File: config.mk
export PLATFORM = sky130hd
export DESIGN_NAME = spa_merge
export DESIGN_NICKNAME = d
export VERILOG_FILES = /design/src/sv/spa_pkg.sv /design/src/sv/spa_merge.sv
export SDC_FILE = /design/constraint.sdc
export NUM_CORES = 1
export LEC_CHECK = 0
export BUFFER_PORTS_ARGS = -buffer_cell sky130_fd_sc_hd__buf_2
export CAP_MARGIN = 20
export CORE_MARGIN = 8
export CORE_UTILIZATION = 29
export DETAILED_ROUTE_END_ITERATION = 8
export PLACE_DENSITY = 0.93
export RECOVER_POWER = 50
export REMOVE_ABC_BUFFERS = 1
export SLEW_MARGIN = 10
export SYNTH_ARGS = -nofsm -noshare
export SYNTH_HDL_FRONTEND = slang
export SYNTH_SLANG_ARGS = --single-unit
File: constraint.sdc
create_clock -name vclk -period 0.8
set_clock_uncertainty 0.1 [all_clocks]
set_input_delay 0.04 -clock vclk [all_inputs]
set_output_delay 0.04 -clock vclk [all_outputs]
set_load 0.05 [all_outputs]
File: src/sv/spa_pkg.sv
package spa_pkg;

  localparam int unsigned OpW     = 1;
  localparam int unsigned VoxelW  = 16;
  localparam int unsigned WeightW = 16;
  localparam int unsigned IndexW  = 12;
  localparam int unsigned StartW  = 4;
  localparam int unsigned CountW  = 3;
  localparam int unsigned AccW    = 32;
  localparam int unsigned DetCntW = 8;
  localparam int unsigned PlnCntW = 5;
  localparam int unsigned CfgIdxW = 2;
  localparam int unsigned CfgDatW = 8;

  // Product widths of the contribution chain.
  localparam int unsigned GainColW = 32;
  localparam int unsigned PartialW = 48;
  localparam int unsigned ProductW = 64;

  // Number of line weight fields an item carries.
  localparam int unsigned WeightFields = 4;

  // Quotient bits the divider produces, one per cycle.
  localparam int unsigned DivSteps = IndexW;
  localparam int unsigned DivCntW  = 4;

  localparam logic [CfgIdxW-1:0] CfgDetectorCount = 2'd0;
  localparam logic [CfgIdxW-1:0] CfgPlaneCount    = 2'd1;

  localparam logic OpAccumulate = 1'b0;
  localparam logic OpRead       = 1'b1;

  localparam logic [DetCntW-1:0] DetCntReset = 8'd128;
  localparam logic [PlnCntW-1:0] PlnCntReset = 5'd16;

  typedef enum logic [2:0] {
    ST_CLEAR,
    ST_IDLE,
    ST_DIVIDE,
    ST_BASE,
    ST_READ,
    ST_WRITE
  } state_e;

  typedef struct packed {
    logic clear;
    logic read;
    logic commit;
  } lane_cmd_t;

endpackage

File: src/sv/spa_merge.sv
module spa_merge #(
  parameter int unsigned Banks = 4
) (
  input  logic [spa_pkg::AccW-1:0] rdata_i [Banks],
  input  logic [1:0]               bank_i,
  input  logic                     invalid_i,
  output logic [spa_pkg::AccW-1:0] value_o
);

  always_comb begin
    value_o = '0;
    for (int b = 0; b < Banks; b++) begin
      if (!invalid_i && bank_i == 2'(b)) begin
        value_o = rdata_i[b];
      end
    end
  end

endmodule

# Word-level counts from Yosys, hierarchy flattened
# Index checks and enable logic that the tools add are counted.
# Widths: inputs -> output; s select.
# totals
regBits	0
in_bits	131
out_inout_bits	32
wordCells	13
# op_classes
n_eq_ne	3
n_mux	4
reduce_logical	6
# op_table
op	n
$mux 32	4
$eq 2x2->1 const B	2
$logic_and 1x1->1	4
$eq 2x1->1 const B	1
$logic_not 2->1	1
$logic_not 1->1	1

# Depth between registers and ports, before layout
# Gate-level depths: netlist of run 1.
# depth
depth_word	6
ltp_mapped	4
mapped_depth_nobuf	2

# Worst setup path before layout of run 1
# Ideal clock, no wire load.
# synth_path
path_kind	input-to-output
startpoint	in bank_i[1]
endpoint	out value_o[10] (netlist name)
arrival_time_ns	1.297
slack_ns	-0.637
cell_stages	4
path_cell_list	or2_1 -> buf_6 -> buf_6 -> o22ai_1
# synth_between
elab_chain_len	6
# synth_lines
element	line	source
start, declared	spa_merge.sv:5	input logic [1:0] bank_i,
$logic_not 2->1	spa_merge.sv:13	if (!invalid_i && bank_i == 2'(b)) begin
$logic_and 1x1->1	spa_merge.sv:13	
$mux 32 (3 in a row)	spa_merge.sv:13	
$mux 32 (*)	spa_merge.sv:13	
end, declared	spa_merge.sv:7	output logic [spa_pkg::AccW-1:0] value_o
# Mark *: on every way between the ends. The rest lies on a longest branch, timed or not.

# Worst setup path after layout of run 1
# layout_path
startpoint	in bank_i[1]
endpoint	out value_o[21] (netlist name)
# The elaborated chain is that of the path after synthesis.

==> flow_summary.json, run 1 <==
{
  "status": "finished with violations",
  "failed_checks": "negative setup slack",
  "fp-row-count": 21,
  "finalNonFillerCells": 321,
  "worst_slew_slack_as_a_fraction_of_its_limit_pct": 79.6,
  "timing.setup.tns_ns": -9.83,
  "tightestPinTransition_ns": 0.297,
  "antenna_violations_before_repair": 0,
  "utilization_pct": 77.4,
  "vias_in_the_first_global_route": 1724,
  "regArea_um2": 0,
  "seqPwrFrac_pct": 0,
  "crit_arrival_ns": 0.99,
  "finalInstanceArea_um2": 2560,
  "critical-path-top-delay-family": "buffers and inverters",
  "initial_core_util_pct": 29.9,
  "die_width_um": 74.5,
  "portbufs": 163,
  "area.growth.synth_to_final_pct": 159,
  "dp_hpwl_um": 4190,
  "cp.required_ns": 0.66,
  "postRouteWirelength_um": 6550,
  "placed_cell_area_um2": 1830,
  "netSwitchingFraction_pct": 53.5,
  "path_class": "primary input to output port",
  "rsz0062_at_grt": "true",
  "ant_nets": 0,
  "synth.avg_cell_area_um2": 8.85,
  "final_net_count": 408,
  "synth_top_area_share_pct": 64.6,
  "cp-end-kind": "output port",
  "fin_ws_ns": -0.328,
  "routedWlPerCell_um": 20.4,
  "drcViolationCount": 0,
  "gp_routability_congestion": 0.809,
  "maximum_number_of_pins_on_one_net_before_global_route_repair": 33,
  "placedCellCount": 313,
  "unique_cell_type_count_in_the_yosys_netlist": 7,
  "yosys_warnings": 0,
  "power_report.internal_total_mw": 0.943,
  "design.die.area_um2": 5540,
  "cts_hold_buffers": 0,
  "timing.critical_path.buf_inv": 3,
  "crit_chain": "buf_2 -> or2_4 -> clkbuf_16 -> o22ai_4 -> buf_6",
  "peak_supply_drop_mv": 0.566,
  "core_region_area_um2": 3310,
  "slowest_delay_ns": 0.27,
  "layout.clock_buffers": 0,
  "route.vias.total": 1689,
  "detail_route.vias_per_cell": 5.26,
  "synth_sequential_area_ratio_pct": 0,
  "finalHoldWorstSlack_ns": 0.420,
  "layout-drive-gt1-share_pct": 82.9,
  "antennaDiodeCount": 0,
  "nFlopsAndLatches": 0,
  "period_minus_slack_ns": 1.13,
  "combinational_share_of_power_pct": 100.0,
  "cp-start-kind": "primary input",
  "detailedPlace.worstSlack_ns": -0.407,
  "period_share_pct": 141,
  "synth.largest_area_cell": "sky130_fd_sc_hd__mux2i_1",
  "grt_pass1_wl_um": 7530,
  "cp_max_fanout": 8,
  "dr.pass1.iters": 4,
  "timing.final.setup_violations": 32,
  "cap_viol_max_count": 0,
  "ranking_of_synthesized_cells_by_area": "sky130_fd_sc_hd__mux2i_1, sky130_fd_sc_hd__o22ai_1, sky130_fd_sc_hd__buf_6, sky130_fd_sc_hd__clkbuf_1, sky130_fd_sc_hd__or2b_1",
  "globalRouteOverflowTotal": 0,
  "holdCritPathClass": "primary input to output port",
  "maximum_clock_frequency_mhz": 886,
  "static-leakage-power_nw": 1.29,
  "clock_power_share_pct": 0,
  "netSwitchingPower_mw": 1.08,
  "power_mw": 2.03,
  "grt.total_usage_pct": 16.4,
  "critical-path-slowest-cell": "sky130_fd_sc_hd__or2_4",
  "drt_iter0_drc": 42,
  "chipHeight_um": 74.5,
  "hold_violations": 0,
  "pwr_density_cell_nw_per_um2": 790,
  "floorplan.io_pins": 163,
  "finalMaxSlewViolations": 0,
  "cells_after_synth": 112,
  "post_synth_instance_area_um2": 991
}
==> synth_stat cells (all sizes together) <==
master and count:
buf 12, clkbuf 2, mux2i 64, o22ai 32, or2 1, or2b 1
==> power groups by stage <==
stage	Clock, mW	Sequential (mW)	Combinational [mW]
final	0	0	2.03
after global routing	0	0	2.12
after CTS	0	0	1.54
after detailed placement	0	0	1.41
after global placement	0	0	1.37
after floorplan	0	0	0.796
==> cells in the final DEF, fill, tap and decap left out <==
cell type / synthesis / layout
sky130_fd_sc_hd__buf_12: 0 / 4
sky130_fd_sc_hd__buf_16: 0 / 1
sky130_fd_sc_hd__buf_2: 1 / 129
sky130_fd_sc_hd__buf_4: 0 / 7
sky130_fd_sc_hd__buf_6: 11 / 31
sky130_fd_sc_hd__clkbuf_16: 0 / 5
sky130_fd_sc_hd__mux2i_1: 64 / 41
sky130_fd_sc_hd__mux2i_2: 0 / 20
sky130_fd_sc_hd__mux2i_4: 0 / 3
sky130_fd_sc_hd__o22ai_1: 32 / 6
sky130_fd_sc_hd__o22ai_2: 0 / 14
sky130_fd_sc_hd__o22ai_4: 0 / 12
sky130_fd_sc_hd__or2_4: 0 / 1
sky130_fd_sc_hd__or2b_4: 0 / 1
==> layer usage <==
metal / vias up / global-route usage (%) / part of all wire, %
met5: - / 0 / 0
met4: 0 / 0.870 / 1.9
met2: 105 / 34.4 / 55
li1: 781 / - / -
met1: 793 / 16.0 / 34
met3: 10 / 3.91 / 8.9
==> worst paths after layout <==
path | slack [ns] | start | cells past startpoint | endpoint
min | 0.42 | rdata_i[45] | 4 | value_o[13]
max | -0.33 | bank_i[1] | 5 | value_o[21]
==> kinds of logic after synthesis <==
logic type | share of synthesized area (%)
AND/OR/NAND/NOR | 1.39
buffers and inverters | 13.8
AO/OA/AOI/OAI | 20.2
multiplexers | 64.6
==> layout make-up <==
type	count	area, um2
repair buffers	177	1280
multi-input cells	98	1230
fillers	230	747
well taps	46	57.6
==> what timing repair did <==
action	CTS	global route
setup endpoints to repair	32	32
gates cloned	1	7
pin swaps	0	11
setup buffers	0	0
resized for setup	41	87
No activity file was read; power rests on OpenSTA's default activity.
==> inputs of run 2 (changes only) <==
--- a/config.mk
+++ b/config.mk
@@ -5,12 +5,13 @@
 export SDC_FILE = /design/constraint.sdc
 export NUM_CORES = 1
 export LEC_CHECK = 0
+export ABC_AREA = 1
 export BUFFER_PORTS_ARGS = -buffer_cell sky130_fd_sc_hd__buf_2
 export CAP_MARGIN = 20
 export CORE_MARGIN = 8
-export CORE_UTILIZATION = 29
+export CORE_UTILIZATION = 33
 export DETAILED_ROUTE_END_ITERATION = 8
-export PLACE_DENSITY = 0.93
+export PLACE_DENSITY = 0.95
 export RECOVER_POWER = 50
 export REMOVE_ABC_BUFFERS = 1
 export SLEW_MARGIN = 10
==> constraint.sdc (replaced) <==
create_clock -name vclk -period 0.8
set_clock_uncertainty 0.1 [all_clocks]
set_input_delay 0.08 -clock vclk [all_inputs]
set_output_delay 0.08 -clock vclk [all_outputs]
set_load 0.05 [all_outputs]
==> flow_summary.json, run 2 <==
{
  "status": "finished with violations",
  "failed_checks": "negative setup slack",
  "antenna_violations_before_repair": 0,
  "drt_iter0_drc": 145,
  "portbufs": 163,
  "route.vias.total": 2538,
  "cp-end-kind": "output port",
  "yosys.area_share.adder_pct": 0,
  "final_common_cell": "sky130_fd_sc_hd__buf_2",
  "maximum_number_of_pins_on_one_net_before_global_route_repair": 28,
  "worst_slew_slack_as_a_fraction_of_its_limit_pct": 87.4,
  "grt_util_met1_pct": 25.6,
  "cp_max_fanout": 8,
  "yosys-mux-area-fraction_pct": 0,
  "detailedPlace.worstSlack_ns": -0.551,
  "peak_supply_drop_mv": 0.440,
  "fp-row-count": 22,
  "post_synth_and_or_nand_nor_area_fraction_pct": 77.6,
  "static-leakage-power_nw": 1.47,
  "core_region_area_um2": 3580,
  "floorplan.io_pins": 163,
  "synth_top_cells_by_count": "sky130_fd_sc_hd__nand3_1, sky130_fd_sc_hd__nand4_1, sky130_fd_sc_hd__nor2_1",
  "synth_sequential_area_ratio_pct": 0,
  "design.die.area_um2": 5860,
  "crit_arrival_ns": 1.01,
  "timing.final.setup_violations": 32,
  "synth.largest_area_cell": "sky130_fd_sc_hd__nand3_1",
  "dp_hpwl_um": 5140,
  "antennaDiodeCount": 0,
  "layout-drive-gt1-share_pct": 56.6,
  "timing.setup.tns_ns": -11.30,
  "area.growth.synth_to_final_pct": 130,
  "gp_routability_congestion": 0.843,
  "detail_route.vias_per_cell": 5.54,
  "grt_pass1_wl_um": 12300,
  "regArea_um2": 0,
  "chipHeight_um": 76.5,
  "cells_after_synth": 248,
  "routedWlPerCell_um": 17.1,
  "finalNonFillerCells": 458,
  "cap_viol_max_count": 0,
  "globalRouteOverflowTotal": 0,
  "period_share_pct": 149,
  "cts_hold_buffers": 0,
  "ranking_of_synthesized_cells_by_area": "sky130_fd_sc_hd__nand3_1, sky130_fd_sc_hd__nand4_1, sky130_fd_sc_hd__nor2_1, sky130_fd_sc_hd__inv_1, sky130_fd_sc_hd__nand2_1",
  "period_minus_slack_ns": 1.19,
  "die_width_um": 76.5,
  "nFlopsAndLatches": 0,
  "synth.avg_cell_area_um2": 4.87,
  "path_class": "primary input to output port",
  "unique_cell_type_count_in_the_yosys_netlist": 13,
  "final_cell_mix": "sky130_fd_sc_hd__buf_2, sky130_fd_sc_hd__nand3_1, sky130_fd_sc_hd__nand4_1, sky130_fd_sc_hd__buf_6, sky130_fd_sc_hd__inv_1",
  "synth-compound-area-share_pct": 0,
  "dr.pass1.iters": 4,
  "yosys.cell_count.top_type": "sky130_fd_sc_hd__nand3_1",
  "final_net_count": 543,
  "gr-usage-met2_pct": 44.6,
  "initial_core_util_pct": 33.8,
  "cp-start-kind": "primary input",
  "hold_violations": 0,
  "postRouteWirelength_um": 7820,
  "synth_top_family_by_area": "simple AND/OR/NAND/NOR gates",
  "finalMaxSlewViolations": 0,
  "pwr_density_cell_nw_per_um2": 708,
  "vias_in_the_first_global_route": 2615,
  "multi_input_area_um2": 1130,
  "ant_nets": 0,
  "yosys_warnings": 0,
  "rsz0062_at_grt": "true",
  "gr-usage-met3_pct": 7.43,
  "tightestPinTransition_ns": 0.189,
  "synth_top_area_share_pct": 35.2,
  "n_fill_cell": 253,
  "drcViolationCount": 0,
  "layout.clock_buffers": 0,
  "grt.total_usage_pct": 24.4,
  "cp.required_ns": 0.62,
  "maximum_clock_frequency_mhz": 841,
  "placedCellCount": 447,
  "finalHoldWorstSlack_ns": 0.449,
  "post_synth_instance_area_um2": 1210,
  "holdCritPathClass": "primary input to output port",
  "fin_ws_ns": -0.390,
  "globalRoute.busiestLayer": "met2",
  "synth-xor-area-share_pct": 0
}
==> run 2: cell types whose count changed after synthesis, sizes merged, moves of 5 or more <==
cell    before  now
nand3        0   87
inv          0   35
nand4        0   42
nor2         0   35
buf         12   19
o22ai       32    0
clkbuf       2    7
nand2        0   22
mux2i       64    0
==> run 2: metrics by stage <==
step	power, mW	area, um2	util, %
CTS	1.88	2670	74.7
global route	2.06	2780	77.7
detailed placement	1.50	2130	59.6
global placement	1.48	2130	59.6
finish	1.97	2780	77.7
floorplan	0.805	1070	-
==> run 2: report_power, final <==
group	total [mW]	switching, mW	internal, mW
Clock	0	0	0
Sequential	0	0	0
Combinational	1.97	1.14	0.831
Total	1.97	1.14	0.831
==> run 2: path summary, 6_finish.rpt <==
path | startpoint | end | cells after the start
max | bank_i[1] | value_o[11] | 9
min | rdata_i[37] | value_o[5] | 4
==> run 2: final cells by class <==
cell class / instances / share of cell area, %
well taps: 48 / 2.16
repair buffers: 188 / 52.0
multi-input cells: 186 / 40.8
inverters: 36 / 5.04
==> run 2: timing repair <==
| action | 4_1_cts | 5_1_grt |
|---|---|---|
| setup endpoints to repair | 32 | 32 |
| pin swaps | 4 | 14 |
| gates resized for setup | 106 | 27 |
| cloned | 6 | 1 |
| setup buffers | 6 | 0 |
==> run 2: cell families after synthesis <==
| family | count (synthesis) |
|---|---|
| buffers and inverters | 62 |
| and+or+nand+nor | 186 |
==> run 2: routing by layer <==
metal	share of wire [%]	routed length [um]	up-vias
li1	-	-	1187
met1	35	2730	1135
met2	50	3910	194
met3	12	930	22
met4	3.1	244	0
met5	0	0	-
==> run 2: critical path, cell delays in order <==
cell and delay [ns]:
sky130_fd_sc_hd__buf_12 0.11, sky130_fd_sc_hd__nor2_8 0.13, sky130_fd_sc_hd__buf_12 0.13, sky130_fd_sc_hd__clkbuf_16 0.15, sky130_fd_sc_hd__nand3_1 0.06, sky130_fd_sc_hd__nand2_1 0.06, sky130_fd_sc_hd__inv_1 0.04, sky130_fd_sc_hd__nand2_1 0.08
sky130_fd_sc_hd__buf_6 0.16
==> inputs of run 3 (changes only) <==
--- a/config.mk
+++ b/config.mk
@@ -11,10 +11,11 @@
 export CORE_MARGIN = 8
 export CORE_UTILIZATION = 33
 export DETAILED_ROUTE_END_ITERATION = 8
-export PLACE_DENSITY = 0.95
+export PLACE_DENSITY = 0.9
 export RECOVER_POWER = 50
 export REMOVE_ABC_BUFFERS = 1
 export SLEW_MARGIN = 10
 export SYNTH_ARGS = -nofsm -noshare
 export SYNTH_HDL_FRONTEND = slang
 export SYNTH_SLANG_ARGS = --single-unit
+export TNS_END_PERCENT = 30
==> flow_summary.json, run 3 (synthesis results as in run 2) <==
{
  "regArea_um2": 0,
  "finalHoldWorstSlack_ns": 0.441,
  "period_minus_slack_ns": 1.24,
  "path_class": "primary input to output port",
  "portbufs": 163,
  "failed_checks": "negative setup slack",
  "cts_hold_buffers": 0,
  "power_mw": 1.91,
  "layout.clock_buffers": 0,
  "timing.setup.tns_ns": -11.61,
  "finalMaxSlewViolations": 0,
  "layout-drive-gt1-share_pct": 52.3,
  "maximum_number_of_pins_on_one_net_before_global_route_repair": 31,
  "cp_max_fanout": 7,
  "chipHeight_um": 76.5,
  "tightestPinTransition_ns": 0.190,
  "n_fill_cell": 267,
  "placed_cell_area_um2": 2100,
  "globalRouteOverflowTotal": 0,
  "placedCellCount": 446,
  "ant_nets": 0,
  "pwr_density_cell_nw_per_um2": 710,
  "die_width_um": 76.5,
  "fin_ws_ns": -0.442,
  "status": "finished with violations",
  "final_net_count": 542,
  "hold_violations": 0,
  "design.die.area_um2": 5860,
  "final_cell_mix": "sky130_fd_sc_hd__buf_2, sky130_fd_sc_hd__nand3_1, sky130_fd_sc_hd__nand4_1, sky130_fd_sc_hd__nor2_1, sky130_fd_sc_hd__buf_6",
  "drt_iter0_drc": 123,
  "finalInstanceArea_um2": 2700,
  "period_share_pct": 155,
  "area.growth.synth_to_final_pct": 123,
  "cp-end-kind": "output port",
  "detailedPlace.worstSlack_ns": -0.491,
  "nFlopsAndLatches": 0,
  "crit_arrival_ns": 1.06,
  "gp_routability_congestion": 0.830,
  "grt_pass1_wl_um": 11100,
  "cp.required_ns": 0.62,
  "floorplan.io_pins": 163,
  "antennaDiodeCount": 0,
  "drcViolationCount": 0,
  "utilization_pct": 75.3,
  "detail_route.vias_per_cell": 5.44,
  "core_region_area_um2": 3580,
  "rsz0062_at_grt": "true",
  "fp-row-count": 22,
  "route.vias.total": 2484,
  "multi_input_area_um2": 1070,
  "maximum_clock_frequency_mhz": 805,
  "worst_slew_slack_as_a_fraction_of_its_limit_pct": 87.3,
  "dr.pass1.iters": 5,
  "holdCritPathClass": "primary input to output port",
  "cp-start-kind": "primary input",
  "initial_core_util_pct": 33.8,
  "finalNonFillerCells": 457,
  "routedWlPerCell_um": 16.5,
  "timing.final.setup_violations": 32,
  "dp_hpwl_um": 4980,
  "grt.total_usage_pct": 21.6,
  "final_common_cell": "sky130_fd_sc_hd__buf_2",
  "cap_viol_max_count": 0,
  "antenna_violations_before_repair": 0,
  "vias_in_the_first_global_route": 2465,
  "postRouteWirelength_um": 7540,
  "static-leakage-power_nw": 1.46,
  "peak_supply_drop_mv": 0.514
}
## run 3: final timing paths
path        start    endpoint  cells after the start  slack (ns)
max     bank_i[1]  value_o[9]                      8       -0.44
min   rdata_i[68]  value_o[4]                      4        0.44
## run 3: layout make-up
type | count | share of cell area, %
Inverter | 36 | 5.20
Timing Repair Buffer | 187 | 53.0
Tap cell | 48 | 2.23
Multi-Input combinational cell | 186 | 39.6
## run 3: report_power, final
part | switching [mW] | internal [mW]
combinational | 1.10 | 0.812
clock | 0 | 0
sequential | 0 | 0
total | 1.10 | 0.812
## run 3: critical path, stage by stage
cell,delay (ns)
sky130_fd_sc_hd__buf_12,0.11
sky130_fd_sc_hd__nor2_8,0.14
sky130_fd_sc_hd__buf_12,0.13
sky130_fd_sc_hd__buf_12,0.11
sky130_fd_sc_hd__buf_16,0.11
sky130_fd_sc_hd__nand3_2,0.06
sky130_fd_sc_hd__nand4_1,0.12
sky130_fd_sc_hd__buf_6,0.17
## run 3: repair_timing
item,in CTS,in global routing
endpoints found under the hold margin,0,0
gates cloned,4,2
endpoints found under the setup margin,32,32
setup buffers,4,2
pin swaps,19,14
resized for setup,80,27
## run 3: layer usage
metal  wire (um)  vias up  global-route usage, %
met2        3740      189                   39.0
met1        2710     1088                   22.7
met3         880       22                   8.02
li1            -     1185                      -
met5           0        -                      0
met4         208        0                   6.35
