## config.mk

```make
export PLATFORM = sky130hd
export DESIGN_NAME = spa_divider
export DESIGN_NICKNAME = d
export VERILOG_FILES = /design/src/sv/spa_pkg.sv /design/src/sv/spa_divider.sv
export SDC_FILE = /design/constraint.sdc
export NUM_CORES = 1
export LEC_CHECK = 0
export ABC_AREA = 1
export BUFFER_PORTS_ARGS = -buffer_cell sky130_fd_sc_hd__buf_2
export CELL_PAD_IN_SITES_DETAIL_PLACEMENT = 1
export CELL_PAD_IN_SITES_GLOBAL_PLACEMENT = 1
export CORE_MARGIN = 2
export CORE_UTILIZATION = 40
export CTS_CLUSTER_DIAMETER = 200
export DETAILED_ROUTE_END_ITERATION = 7
export PLACE_DENSITY = 0.85
export SKIP_LAST_GASP = 1
export SLEW_MARGIN = 20
export SYNTH_ARGS = -nofsm -noshare
export SYNTH_HDL_FRONTEND = slang
export SYNTH_SLANG_ARGS = --single-unit
export TNS_END_PERCENT = 30
```

## constraint.sdc

```tcl
create_clock -name clk_i -period 3.9 [get_ports clk_i]
set_input_delay 0.39 -clock clk_i [delete_from_list [all_inputs] [get_ports clk_i]]
set_output_delay 0.39 -clock clk_i [all_outputs]
set_load 0.01 [all_outputs]
```

## src/sv/spa_pkg.sv

```systemverilog
package spa_pkg;

  localparam int unsigned OpW     = 1;
  localparam int unsigned VoxelW  = 16;
  localparam int unsigned WeightW = 16;
  localparam int unsigned IndexW  = 12;
  localparam int unsigned StartW  = 4;
  localparam int unsigned CountW  = 3;
  localparam int unsigned AccW    = 32;
  localparam int unsigned DetCntW = 8;
  localparam int unsigned PlnCntW = 5;
  localparam int unsigned CfgIdxW = 2;
  localparam int unsigned CfgDatW = 8;

  // Product widths of the contribution chain.
  localparam int unsigned GainColW = 32;
  localparam int unsigned PartialW = 48;
  localparam int unsigned ProductW = 64;

  // Number of line weight fields an item carries.
  localparam int unsigned WeightFields = 4;

  // Quotient bits the divider produces, one per cycle.
  localparam int unsigned DivSteps = IndexW;
  localparam int unsigned DivCntW  = 4;

  localparam logic [CfgIdxW-1:0] CfgDetectorCount = 2'd0;
  localparam logic [CfgIdxW-1:0] CfgPlaneCount    = 2'd1;

  localparam logic OpAccumulate = 1'b0;
  localparam logic OpRead       = 1'b1;

  localparam logic [DetCntW-1:0] DetCntReset = 8'd128;
  localparam logic [PlnCntW-1:0] PlnCntReset = 5'd16;

  typedef enum logic [2:0] {
    ST_CLEAR,
    ST_IDLE,
    ST_DIVIDE,
    ST_BASE,
    ST_READ,
    ST_WRITE
  } state_e;

  typedef struct packed {
    logic clear;
    logic read;
    logic commit;
  } lane_cmd_t;

endpackage

```

## src/sv/spa_divider.sv

```systemverilog
module spa_divider (
  input  logic                             clk_i,
  input  logic                             rst_ni,
  input  logic                             start_i,
  input  logic [spa_pkg::IndexW-1:0]       dividend_i,
  input  logic [spa_pkg::DetCntW-1:0]      divisor_i,
  output logic                             done_o,
  output logic [spa_pkg::IndexW-1:0]       quotient_o,
  output logic [spa_pkg::DetCntW-1:0]      remainder_o
);

  logic                        busy_q, busy_d;
  logic [spa_pkg::DivCntW-1:0] cnt_q, cnt_d;
  logic [spa_pkg::IndexW-1:0]  quo_q, quo_d;
  logic [spa_pkg::DetCntW-1:0] rem_q, rem_d;
  logic [spa_pkg::DetCntW:0]   trial;
  logic                        fits;

  // Restoring division: the dividend shifts out of the quotient register as
  // quotient bits shift in.
  always_comb begin
    trial  = {rem_q, quo_q[spa_pkg::IndexW-1]};
    fits   = trial >= {1'b0, divisor_i};
    busy_d = busy_q;
    cnt_d  = cnt_q;
    quo_d  = quo_q;
    rem_d  = rem_q;
    if (start_i) begin
      busy_d = 1'b1;
      cnt_d  = '0;
      quo_d  = dividend_i;
      rem_d  = '0;
    end else if (busy_q) begin
      quo_d = {quo_q[spa_pkg::IndexW-2:0], fits};
      rem_d = fits ? spa_pkg::DetCntW'(trial - {1'b0, divisor_i})
                   : spa_pkg::DetCntW'(trial);
      cnt_d = cnt_q + 1'b1;
      if (done_o) begin
        busy_d = 1'b0;
      end
    end
  end

  assign done_o = busy_q && (cnt_q == spa_pkg::DivCntW'(spa_pkg::DivSteps - 1));

  always_ff @(posedge clk_i or negedge rst_ni) begin
    if (!rst_ni) begin
      busy_q <= 1'b0;
      cnt_q  <= '0;
    end else begin
      busy_q <= busy_d;
      cnt_q  <= cnt_d;
    end
  end

  always_ff @(posedge clk_i) begin
    quo_q <= quo_d;
    rem_q <= rem_d;
  end

  assign quotient_o  = quo_q;
  assign remainder_o = rem_q;

endmodule

```

# [Yosys cells after proc, flatten, opt, wreduce, memory -nomap -nowiden]
# Index checks and enable logic that the tools add are counted.
[word_totals] input_bits=23 register_bits=25
[op_classes] n_reduce_logical=2 mux=8 magnitude_cmp=1 n_addsub=2 n_eq_ne=1
[op_table] cell="$mux W12" n=2
[op_table] cell="$ge A9 B8 Y1" n=1
[op_table] cell="$mux W4" n=2
[op_table] cell="$mux W8" n=1
[op_table] cell="$sub A8 B8 Y8" n=1
[op_table] cell="$add A4 B1 Y4 const B" n=1
[op_table] cell="$eq A4 B4 Y1 const B" n=1
[op_table] cell="$mux W1" n=3
[op_table] cell="$reduce_bool A2 Y1" n=1
[op_table] cell="$logic_and A1 B1 Y1" n=1

# [Logic depth before layout (Yosys ltp)]
# Gate-level depths: netlist of run 1.
[depth] ltp_word=5 mapped_depth=12 depth_no_buf=12

# [Worst setup path after synthesis of run 1]
# Ideal clock, no wire load.
[synth_timing] path_type="register -> register" startpoint="reg quo_q, in the netlist quotient_o[11]" endpoint="reg rem_q, in the netlist remainder_o[4]" slack_ns=2.286 setup_time_ns=0.113 arrival_time_ns=1.501 n_path_buf=0 period_less_slack_ns=1.614 path_stages_with_launch=11 path_cell_list="edfxtp_1 > inv_1 > ha_1 > fa_1 > inv_1 > nand3_1 > nand3_1 > xnor2_1 > nand2_1 > nand3_1 > nand2_1"
[synth_between] elab_chain_len=2 word_cells_on_any_way=3 cone_classes="1 x add/sub; 1 x order compare; 1 x mux"
[synth_rtl] element="start, declared" line_no="spa_divider.sv:14" source="logic [spa_pkg::IndexW-1:0] quo_q, quo_d;"
[synth_rtl] element="start signal, assigned" line_no="spa_divider.sv:57" source="quo_q <= quo_d;"
[synth_rtl] element="$sub A8 B8 Y8 or $ge A9 B8 Y1 (tied branches)" line_no="spa_divider.sv:35, spa_divider.sv:23"
[synth_rtl] element="$mux W8 *" line_no="spa_divider.sv:35" source="rem_d = fits ? spa_pkg::DetCntW'(trial - {1'b0, divisor_i})"
[synth_rtl] element="end signal, assigned" line_no="spa_divider.sv:58" source="rem_q <= rem_d;"
[synth_rtl] element="end, declared" line_no="spa_divider.sv:15" source="logic [spa_pkg::DetCntW-1:0] rem_q, rem_d;"
# Mark *: on every way between the ends. The rest lies on a longest branch, timed or not.
# A chain may end at the register's enable or synchronous reset.

# [Worst setup path after layout of run 1]
[layout_timing] startpoint="reg cnt_q[1] (netlist bit)" endpoint="out done_o"
[layout_between] elab_chain_len=2
[layout_rtl] element="start, declared" line_no="spa_divider.sv:13" source="logic [spa_pkg::DivCntW-1:0] cnt_q, cnt_d;"
[layout_rtl] element="start signal, assigned" line_no="spa_divider.sv:52" source="cnt_q <= cnt_d;"
[layout_rtl] element="$eq A4 B4 Y1" line_no="spa_divider.sv:44" source="assign done_o = busy_q && (cnt_q == spa_pkg::DivCntW'(spa_pkg::DivSteps - 1));"
[layout_rtl] element="$logic_and A1 B1 Y1" line_no="spa_divider.sv:44"
[layout_rtl] element="end, declared" line_no="spa_divider.sv:7" source="output logic done_o,"
# No other way between the ends.

==> impl_metrics.json, run 1 <==
{
  "status": "complete, no violations",
  "synth_area_per_cell_um2": 7.63,
  "clk_latency_ns": 0.27,
  "clkSlewWorstSetupHoldPaths_ns": 0.09,
  "grt_setup_unrepaired": "false",
  "met2_usage_pct": 34.5,
  "mostFrequentLayoutCells": "nand2_1, buf_2, inv_1",
  "viasPerCell": 5.06,
  "max_cap_violations": 0,
  "timing.setup.tns_ns": 0,
  "antenna_found_initial": 0,
  "setup_violations": 0,
  "synth_nets": 240,
  "clock_path_buffers": 2,
  "finalCritPeriodShare_pct": 44.4,
  "finalWirelength_mm": 4.19,
  "syn2layout_area_growth_pct": 20.2,
  "busiest_layer": "met2",
  "portBuffers": 43,
  "cts_resized": 0,
  "dr.pass1.iters": 4,
  "rows": 22,
  "ff_latch_area_um2": 646,
  "vdd_drop_max_mv": 0.254,
  "finalInstanceArea_um2": 1900,
  "detail_route.iter0.violations": 50,
  "worstSetupStartpointType": "flop",
  "grt_util_met1_pct": 25.4,
  "crit_path_max_fanout": 3,
  "yosysWarnings": 0,
  "fin_ws_ns": 2.17,
  "worstPathRequired_ns": 3.51,
  "grt_util_met3_pct": 3.21,
  "min_period_ns": 1.73,
  "combPwrFrac_pct": 52.6,
  "synth_enable_flop_cells": 12,
  "fin_nets": 286,
  "initial_core_util_pct": 42.5,
  "drv_slew": 0,
  "clkPwrFrac_pct": 13.6,
  "p_int_uw": 651,
  "cts.sinks": 25,
  "grtUsageTotal_pct": 20.0,
  "place_inst": 295,
  "p_sw_share_pct": 44.0,
  "yosysSeqAreaShare_pct": 40.9,
  "die_y_um": 66.9,
  "power_leakage_nw": 1.04,
  "fin_skew_ns": 0.00925,
  "cts_max_level": 1,
  "hp-class": "input port to flop",
  "core_area_um2": 3720,
  "vias": 1519,
  "multi_input_area_um2": 810,
  "crit_type": "flop to output port",
  "grt_pass1_vias": 1530,
  "die_x_um": 66.9,
  "grt_max_degree": 18,
  "synth.cell_area_um2": 1580,
  "numCtsBuffers": 3,
  "yosys_register_bits": 25,
  "pin_count": 44,
  "gp_congestion": 0.855,
  "drive_gt1_share_pct": 23.8,
  "p_seq_share_pct": 33.8,
  "yosys_most_used_dff": "edfxtp_1",
  "cts-hold-fix-buffers": 1,
  "post_cts_buffers": 0,
  "worst_pin_slew_ns": 0.455,
  "relSlewSlack_pct": 69.6,
  "diodes": 0,
  "final_common_cell": "nand2_1",
  "place_ws_ns": 2.02,
  "power.net_switching_uw": 513,
  "cts.root.buffer_cell": "clkbuf_8",
  "grt_pass1_wl_mm": 6.82,
  "grt_overflow": 0,
  "hpwl_mm": 3.35,
  "ant_nets": 0,
  "cts_tree": "yes",
  "worstPathArrival_ns": 1.34,
  "p_per_area_nw_per_um2": 613,
  "layout.cells.non_filler": 300,
  "max_freq_ghz": 0.577,
  "async_reset_ff_share_pct": 20.0,
  "worst_setup_path_end_kind": "output port",
  "hold_viol": 0,
  "wl_per_cell_um": 14.0,
  "placed_area_um2": 1840,
  "yosysUniqueCellTypes": 32,
  "die-area_um2": 4470,
  "nFillCells": 491,
  "postSynthCellCount": 207,
  "drc_errors": 0
}
state kept, by name, indices dropped and copies added (netlist names):
name         flops
busy_q           1
remainder_o      8
quotient_o      12
cnt_q            4
through the flow:
| step | hold slack [ns] | utilization (%) | total power, mW |
|---|---|---|---|
| 6_report | 0.384 | 51.1 | 1.16 |
| 2_1_floorplan | 0.0944 | - | 0.826 |
| 3_3_place_gp | 0.211 | 49.5 | 0.985 |
| 4_1_cts | 0.376 | 51.1 | 1.17 |
| 3_5_place_dp | 0.209 | 49.5 | 1.01 |
| 5_1_grt | 0.380 | 51.1 | 1.26 |
layer usage:
| layer | wire length, um | part of all wire [%] |
|---|---|---|
| met5 | 0 | 0 |
| met4 | 55 | 1.3 |
| met3 | 179 | 4.3 |
| met2 | 2020 | 48 |
| met1 | 1930 | 46 |
logic make-up after synthesis:
kind of cell	share of synthesized area, %
flip-flops	40.9
buffers and inverters	7.92
XOR/XNOR	1.66
AND/OR/NAND/NOR	37.5
adder cells (fa/ha/maj)	8.39
AO/OA/AOI/OAI	3.64
cell type report:
| type | count | share of cell area, % |
|---|---|---|
| multi-input cells | 150 | 42.6 |
| flip-flops and latches | 25 | 34.0 |
| repair buffers | 44 | 11.9 |
| inverters | 29 | 5.80 |
| well taps | 48 | 3.16 |
| clock buffers | 3 | 2.17 |
| clock inverters | 1 | 0.395 |
power by group through the flow:
stage / clock, mW / combinational, mW / sequential [mW]
detailed placement: 0 / 0.612 / 0.398
global route: 0.175 / 0.689 / 0.400
global placement: 0 / 0.588 / 0.396
floorplan: 0 / 0.417 / 0.409
finish: 0.158 / 0.612 / 0.393
CTS: 0.164 / 0.617 / 0.393
Yosys cell counts (2+ instances only):
master	count	area, um^2
xor2_1	2	17.5
ha_1	9	113
nand3b_1	7	52.6
a31oi_1	2	12.5
nand2_1	83	312
nand2_4	2	22.5
nor2_2	2	12.5
dfxtp_1	8	160
nand3_1	16	80.1
nor3_1	4	20.0
a21oi_1	3	15.0
nand2_2	2	12.5
nor4_1	2	12.5
nor2_1	6	22.5
dfrtp_1	5	125
edfxtp_1	12	360
inv_1	26	97.6
clkbuf_1	2	7.51
final timing paths:
path,end,slack (ns),cells past startpoint,startpoint
setup / recovery,done_o,2.17,4,cnt_q[1]
hold / removal,quotient_o[9],0.38,3,dividend_i[9]
setup reg to reg,remainder_o[4],2.17,10,remainder_o[5]
hold reg to reg,remainder_o[0],0.50,2,remainder_o[0]
max in group asynchronous,busy_q,3.32,2,rst_ni
min in group asynchronous,cnt_q[3],0.45,2,rst_ni
critical path, stage by stage (launching register included):
cell     delay, ns
dfrtp_1       0.38
ha_1          0.21
inv_1         0.07
nor4_1        0.24
buf_2         0.18
Note: power is estimated with default switching activity, not from simulation.
==> run 2: changes to the inputs <==
--- a/config.mk
+++ b/config.mk
@@ -10,10 +10,10 @@
 export CELL_PAD_IN_SITES_DETAIL_PLACEMENT = 1
 export CELL_PAD_IN_SITES_GLOBAL_PLACEMENT = 1
 export CORE_MARGIN = 2
-export CORE_UTILIZATION = 40
+export CORE_UTILIZATION = 37
 export CTS_CLUSTER_DIAMETER = 200
 export DETAILED_ROUTE_END_ITERATION = 7
-export PLACE_DENSITY = 0.85
+export PLACE_DENSITY = 0.79
 export SKIP_LAST_GASP = 1
 export SLEW_MARGIN = 20
 export SYNTH_ARGS = -nofsm -noshare
==> constraint.sdc (replaced) <==
create_clock -name clk_i -period 1.75 [get_ports clk_i]
set_input_delay 0.175 -clock clk_i [delete_from_list [all_inputs] [get_ports clk_i]]
set_output_delay 0.175 -clock clk_i [all_outputs]
set_load 0.01 [all_outputs]
==> run 2 against run 1 <==
Final area rose by 4.8%. Setup slack got worse by 2.1 ns. Global-route usage fell by 2.9 points.
==> impl_metrics.json, run 2 (synthesis results as in run 1) <==
{
  "status": "complete, no violations",
  "place_inst": 299,
  "fin_ws_ns": 0.0877,
  "mostFrequentLayoutCells": "nand2_1, buf_2, inv_1",
  "detail_route.iter0.violations": 62,
  "portBuffers": 43,
  "ant_nets": 0,
  "grt_max_degree": 18,
  "syn2layout_area_growth_pct": 26.0,
  "power_leakage_nw": 1.06,
  "die_x_um": 69.4,
  "layout.cells.non_filler": 308,
  "drive_gt1_share_pct": 27.9,
  "wl_per_cell_um": 13.5,
  "initial_core_util_pct": 38.9,
  "dr.pass1.iters": 4,
  "hp-class": "input port to flop",
  "timing.setup.tns_ns": 0,
  "whs_ns": 0.164,
  "clk_latency_ns": 0.27,
  "grtUsageTotal_pct": 17.1,
  "antenna_found_initial": 0,
  "pin_count": 44,
  "place_ws_ns": 0.0729,
  "placed_area_um2": 1860,
  "cts.root.buffer_cell": "clkbuf_8",
  "hpwl_mm": 3.11,
  "viasPerCell": 4.94,
  "final_common_cell": "nand2_1",
  "cts_tree": "yes",
  "total_power_mw": 2.79,
  "grt_pass1_vias": 1457,
  "finalCritPeriodShare_pct": 95.0,
  "diodes": 0,
  "clkSlewWorstSetupHoldPaths_ns": 0.09,
  "largest_reg_flops": 12,
  "worstPathRequired_ns": 1.93,
  "core_area_um2": 4060,
  "worst_pin_slew_ns": 0.471,
  "fin_skew_ns": 0.00319,
  "grt_overflow": 0,
  "cts.sinks": 25,
  "grt_setup_unrepaired": "true",
  "relSlewSlack_pct": 68.6,
  "clock_path_buffers": 2,
  "hold_viol": 0,
  "vias": 1522,
  "crit_path_max_fanout": 8,
  "drc_errors": 0,
  "nFillCells": 525,
  "die-area_um2": 4810,
  "final_core_util_pct": 49.1,
  "drv_slew": 0,
  "cts_max_level": 1,
  "worstSetupStartpointType": "flop",
  "worstPathArrival_ns": 1.84,
  "multi_input_area_um2": 863,
  "worst_setup_path_end_kind": "flop",
  "min_period_ns": 1.66,
  "rows": 23,
  "crit_type": "flop to flop",
  "numCtsBuffers": 3,
  "p_per_area_nw_per_um2": 1400,
  "grt_pass1_wl_mm": 6.72,
  "ff_latch_area_um2": 647,
  "die_y_um": 69.4,
  "max_freq_ghz": 0.602,
  "finalInstanceArea_um2": 1990,
  "vdd_drop_max_mv": 0.553,
  "max_cap_violations": 0,
  "gp_congestion": 0.819,
  "fin_nets": 292,
  "setup_violations": 0,
  "finalWirelength_mm": 4.16
}
run 2: worst paths after layout:
kind	slack (ns)	startpoint	cells after the start	endpoint
min in group asynchronous	0.23	rst_ni	2	cnt_q[1]
max reg2reg	0.09	remainder_o[3]	8	remainder_o[5]
max	0.09	remainder_o[3]	8	remainder_o[5]
max in group asynchronous	1.39	rst_ni	2	busy_q
min reg2reg	0.50	remainder_o[5]	2	remainder_o[5]
min	0.16	dividend_i[8]	3	quotient_o[8]
run 2: metal layers:
layer | global-route usage (%) | share of wire [%] | vias to the layer above
met5 | 0 | 0 | -
met4 | 4.58 | 1.2 | 0
met3 | 2.47 | 4.5 | 6
met2 | 29.5 | 50 | 33
met1 | 22.3 | 44 | 718
li1 | - | - | 765
run 2: critical path, stage by stage (launching register included):
cell	delay (ns)
dfxtp_1	0.34
ha_1	0.36
nand2_1	0.12
nor2_2	0.07
a21oi_4	0.28
buf_4	0.18
nand3b_1	0.08
nand3_1	0.09
nand2_1	0.05
run 2: cell type report:
cell class	count	share of cell area (%)
inverters	29	5.53
multi-input cells	151	43.4
repair buffers	49	13.2
flip-flops and latches	25	32.5
clock buffers	4	2.26
well taps	50	3.14
run 2: where the power goes:
group / leakage [nW] / switching [mW] / internal, mW
Clock: 0.0228 / 0.189 / 0.163
Combinational: 0.778 / 0.922 / 0.659
Sequential: 0.260 / 0.108 / 0.752
run 2: repair_timing:
item | 4_1_cts | 5_1_grt
hold endpoints to repair | 5 | 0
resized for setup | 0 | 9
buffers inserted | 0 | 3
endpoints found under the setup margin | 0 | 9
hold buffers | 1 | 0
==> run 3: changes to the inputs <==
--- a/config.mk
+++ b/config.mk
@@ -10,10 +10,10 @@
 export CELL_PAD_IN_SITES_DETAIL_PLACEMENT = 1
 export CELL_PAD_IN_SITES_GLOBAL_PLACEMENT = 1
 export CORE_MARGIN = 2
-export CORE_UTILIZATION = 37
+export CORE_UTILIZATION = 40
 export CTS_CLUSTER_DIAMETER = 200
 export DETAILED_ROUTE_END_ITERATION = 7
-export PLACE_DENSITY = 0.79
+export PLACE_DENSITY_LB_ADDON = 0.08
 export SKIP_LAST_GASP = 1
 export SLEW_MARGIN = 20
 export SYNTH_ARGS = -nofsm -noshare
==> constraint.sdc (replaced) <==
create_clock -name clk_i -period 2.1 [get_ports clk_i]
set_input_delay 0.21 -clock clk_i [delete_from_list [all_inputs] [get_ports clk_i]]
set_output_delay 0.21 -clock clk_i [all_outputs]
set_load 0.01 [all_outputs]
==> run 3 against run 2 <==
Cell count down 2.3%. Combinational power decreased by 29%. First-iteration DRC count shrank 13%. Critical path depth is 2 higher. Non-clock buffer count is 4 lower. Clock skew increased by 0.0030 ns.
==> impl_metrics.json, run 3 (synthesis results as in run 1) <==
{
  "finalInstanceArea_um2": 1900,
  "path_buf_inv": 2,
  "cts_max_level": 1,
  "fin_nets": 287,
  "cp_top_family": "adder cells",
  "numCtsBuffers": 3,
  "drv_slew": 0,
  "grt_setup_unrepaired": "false",
  "initial_core_util_pct": 42.5,
  "hp-class": "input port to flop",
  "nFillCells": 503,
  "max_stage_delay_ns": 0.41,
  "portBuffers": 43,
  "p_int_mw": 1.21,
  "wl_per_cell_um": 13.2,
  "setup_violations": 0,
  "timing.setup.tns_ns": 0,
  "dr.pass1.iters": 5,
  "max_cap_violations": 0,
  "critPathMostFrequentCell": "nand3_1",
  "grt_overflow": 0,
  "clkPwrFrac_pct": 13.2,
  "grtUsageTotal_pct": 19.6,
  "worstPathCellList": "inv_1 > ha_1 > fa_1 > inv_1 > nand3_1 > nand3_1 > xnor2_1 > nand2_1 > nand3_1 > nand2_1",
  "worstHoldStart": "dividend_i[5]",
  "cts_resized": 0,
  "worstSetupStartpointType": "flop",
  "mostFrequentLayoutCells": "nand2_1, buf_2, inv_1",
  "worstPathRequired_ns": 2.27,
  "grt_max_degree": 18,
  "whs_ns": 0.211,
  "placed_area_um2": 1850,
  "relSlewSlack_pct": 71.7,
  "final_common_cell": "nand2_1",
  "ant_nets": 0,
  "p_per_area_nw_per_um2": 1120,
  "crit_path_max_fanout": 2,
  "die_x_um": 66.9,
  "holdPathEnd": "quotient_o[5]",
  "detail_route.iter0.violations": 54,
  "p_sw_share_pct": 43.4,
  "antenna_found_initial": 0,
  "fin_skew_ns": 0.00623,
  "crit_slowest_cell": "fa_1",
  "vdd_drop_max_mv": 0.491,
  "r2r_slack_ns": 0.40,
  "power.net_switching_uw": 927,
  "place_ws_ns": 0.400,
  "p_seq_share_pct": 34.1,
  "final_core_util_pct": 51.2,
  "core_area_um2": 3720,
  "cts_tree": "yes",
  "hold_viol": 0,
  "largest_reg_flops": 12,
  "rows": 22,
  "power_leakage_nw": 1.04,
  "pin_count": 44,
  "drc_errors": 0,
  "combPwrFrac_pct": 52.7,
  "viasPerCell": 4.99,
  "vias": 1501,
  "gp_congestion": 0.805,
  "grt_pass1_vias": 1446,
  "post_cts_buffers": 0,
  "worst_pin_slew_ns": 0.424,
  "clk_latency_ns": 0.27,
  "clkSlewWorstSetupHoldPaths_ns": 0.09,
  "max_freq_ghz": 0.588,
  "cts.sinks": 25,
  "diodes": 0,
  "fin_ws_ns": 0.398,
  "die-area_um2": 4470,
  "status": "complete, no violations",
  "timing.rr.end": "remainder_o[4]",
  "clock_path_buffers": 2,
  "syn2layout_area_growth_pct": 20.5,
  "holdPathStages": 3,
  "reg2reg_from": "quotient_o[11]",
  "die_y_um": 66.9,
  "reg2reg_depth": 10,
  "finalCritPeriodShare_pct": 81.0,
  "worst_setup_path_end_kind": "flop",
  "crit_type": "flop to flop",
  "hpwl_mm": 3.13,
  "finalWirelength_mm": 3.97,
  "min_period_ns": 1.70,
  "cts-hold-fix-buffers": 1,
  "place_inst": 296,
  "total_power_mw": 2.13,
  "worstPathArrival_ns": 1.87,
  "layout.cells.non_filler": 301,
  "cts.root.buffer_cell": "clkbuf_8",
  "drive_gt1_share_pct": 24.1,
  "grt_pass1_wl_mm": 6.68
}
==> run 3: worst max-delay path by stage <==
stage	startpoint	endpoint	slack, ns	depth (start not counted)
final	quotient_o[11]	remainder_o[4]	0.40	10
after global routing	remainder_o[5]	remainder_o[5]	0.26	10
after CTS	quotient_o[11]	remainder_o[4]	0.39	10
after detailed placement	quotient_o[11]	remainder_o[4]	0.40	10
after global placement	quotient_o[11]	remainder_o[4]	0.42	10
after floorplan	quotient_o[11]	remainder_o[4]	0.49	10
==> run 3: worst register-to-register path, cell delays in order, from the launching register on <==
cell and delay, ns:
edfxtp_1 0.35, inv_1 0.07, ha_1 0.21, fa_1 0.41
inv_1 0.10, nand3_1 0.07, nand3_1 0.10, xnor2_1 0.13
nand2_1 0.07, nand3_1 0.06, nand2_1 0.05
==> run 3: layout make-up <==
cell class | count | area [um^2] | share of cell area [%]
clock inverter | 1 | 5.00 | 0.263
inverter | 29 | 110 | 5.78
multi-input combinational | 150 | 810 | 42.5
tap | 48 | 60.1 | 3.15
clock buffer | 3 | 41.3 | 2.17
sequential | 25 | 646 | 33.9
timing repair buffer | 45 | 233 | 12.2
==> run 3: layer usage <==
layer / global-route usage (%) / vias to the layer above / routed length, um
li1: - / 754 / -
met1: 27.2 / 704 / 1970
met2: 32.4 / 43 / 1810
met3: 4.39 / 0 / 184
met4: 1.53 / 0 / 0
met5: 0 / - / 0
==> run 3: power groups by stage <==
stage | logic [mW] | registers, mW | clock network, mW
final | 1.12 | 0.729 | 0.282
after global routing | 1.29 | 0.746 | 0.309
after CTS | 1.13 | 0.732 | 0.294
after detailed placement | 1.12 | 0.742 | 0
after global placement | 1.11 | 0.739 | 0
after floorplan | 0.774 | 0.759 | 0
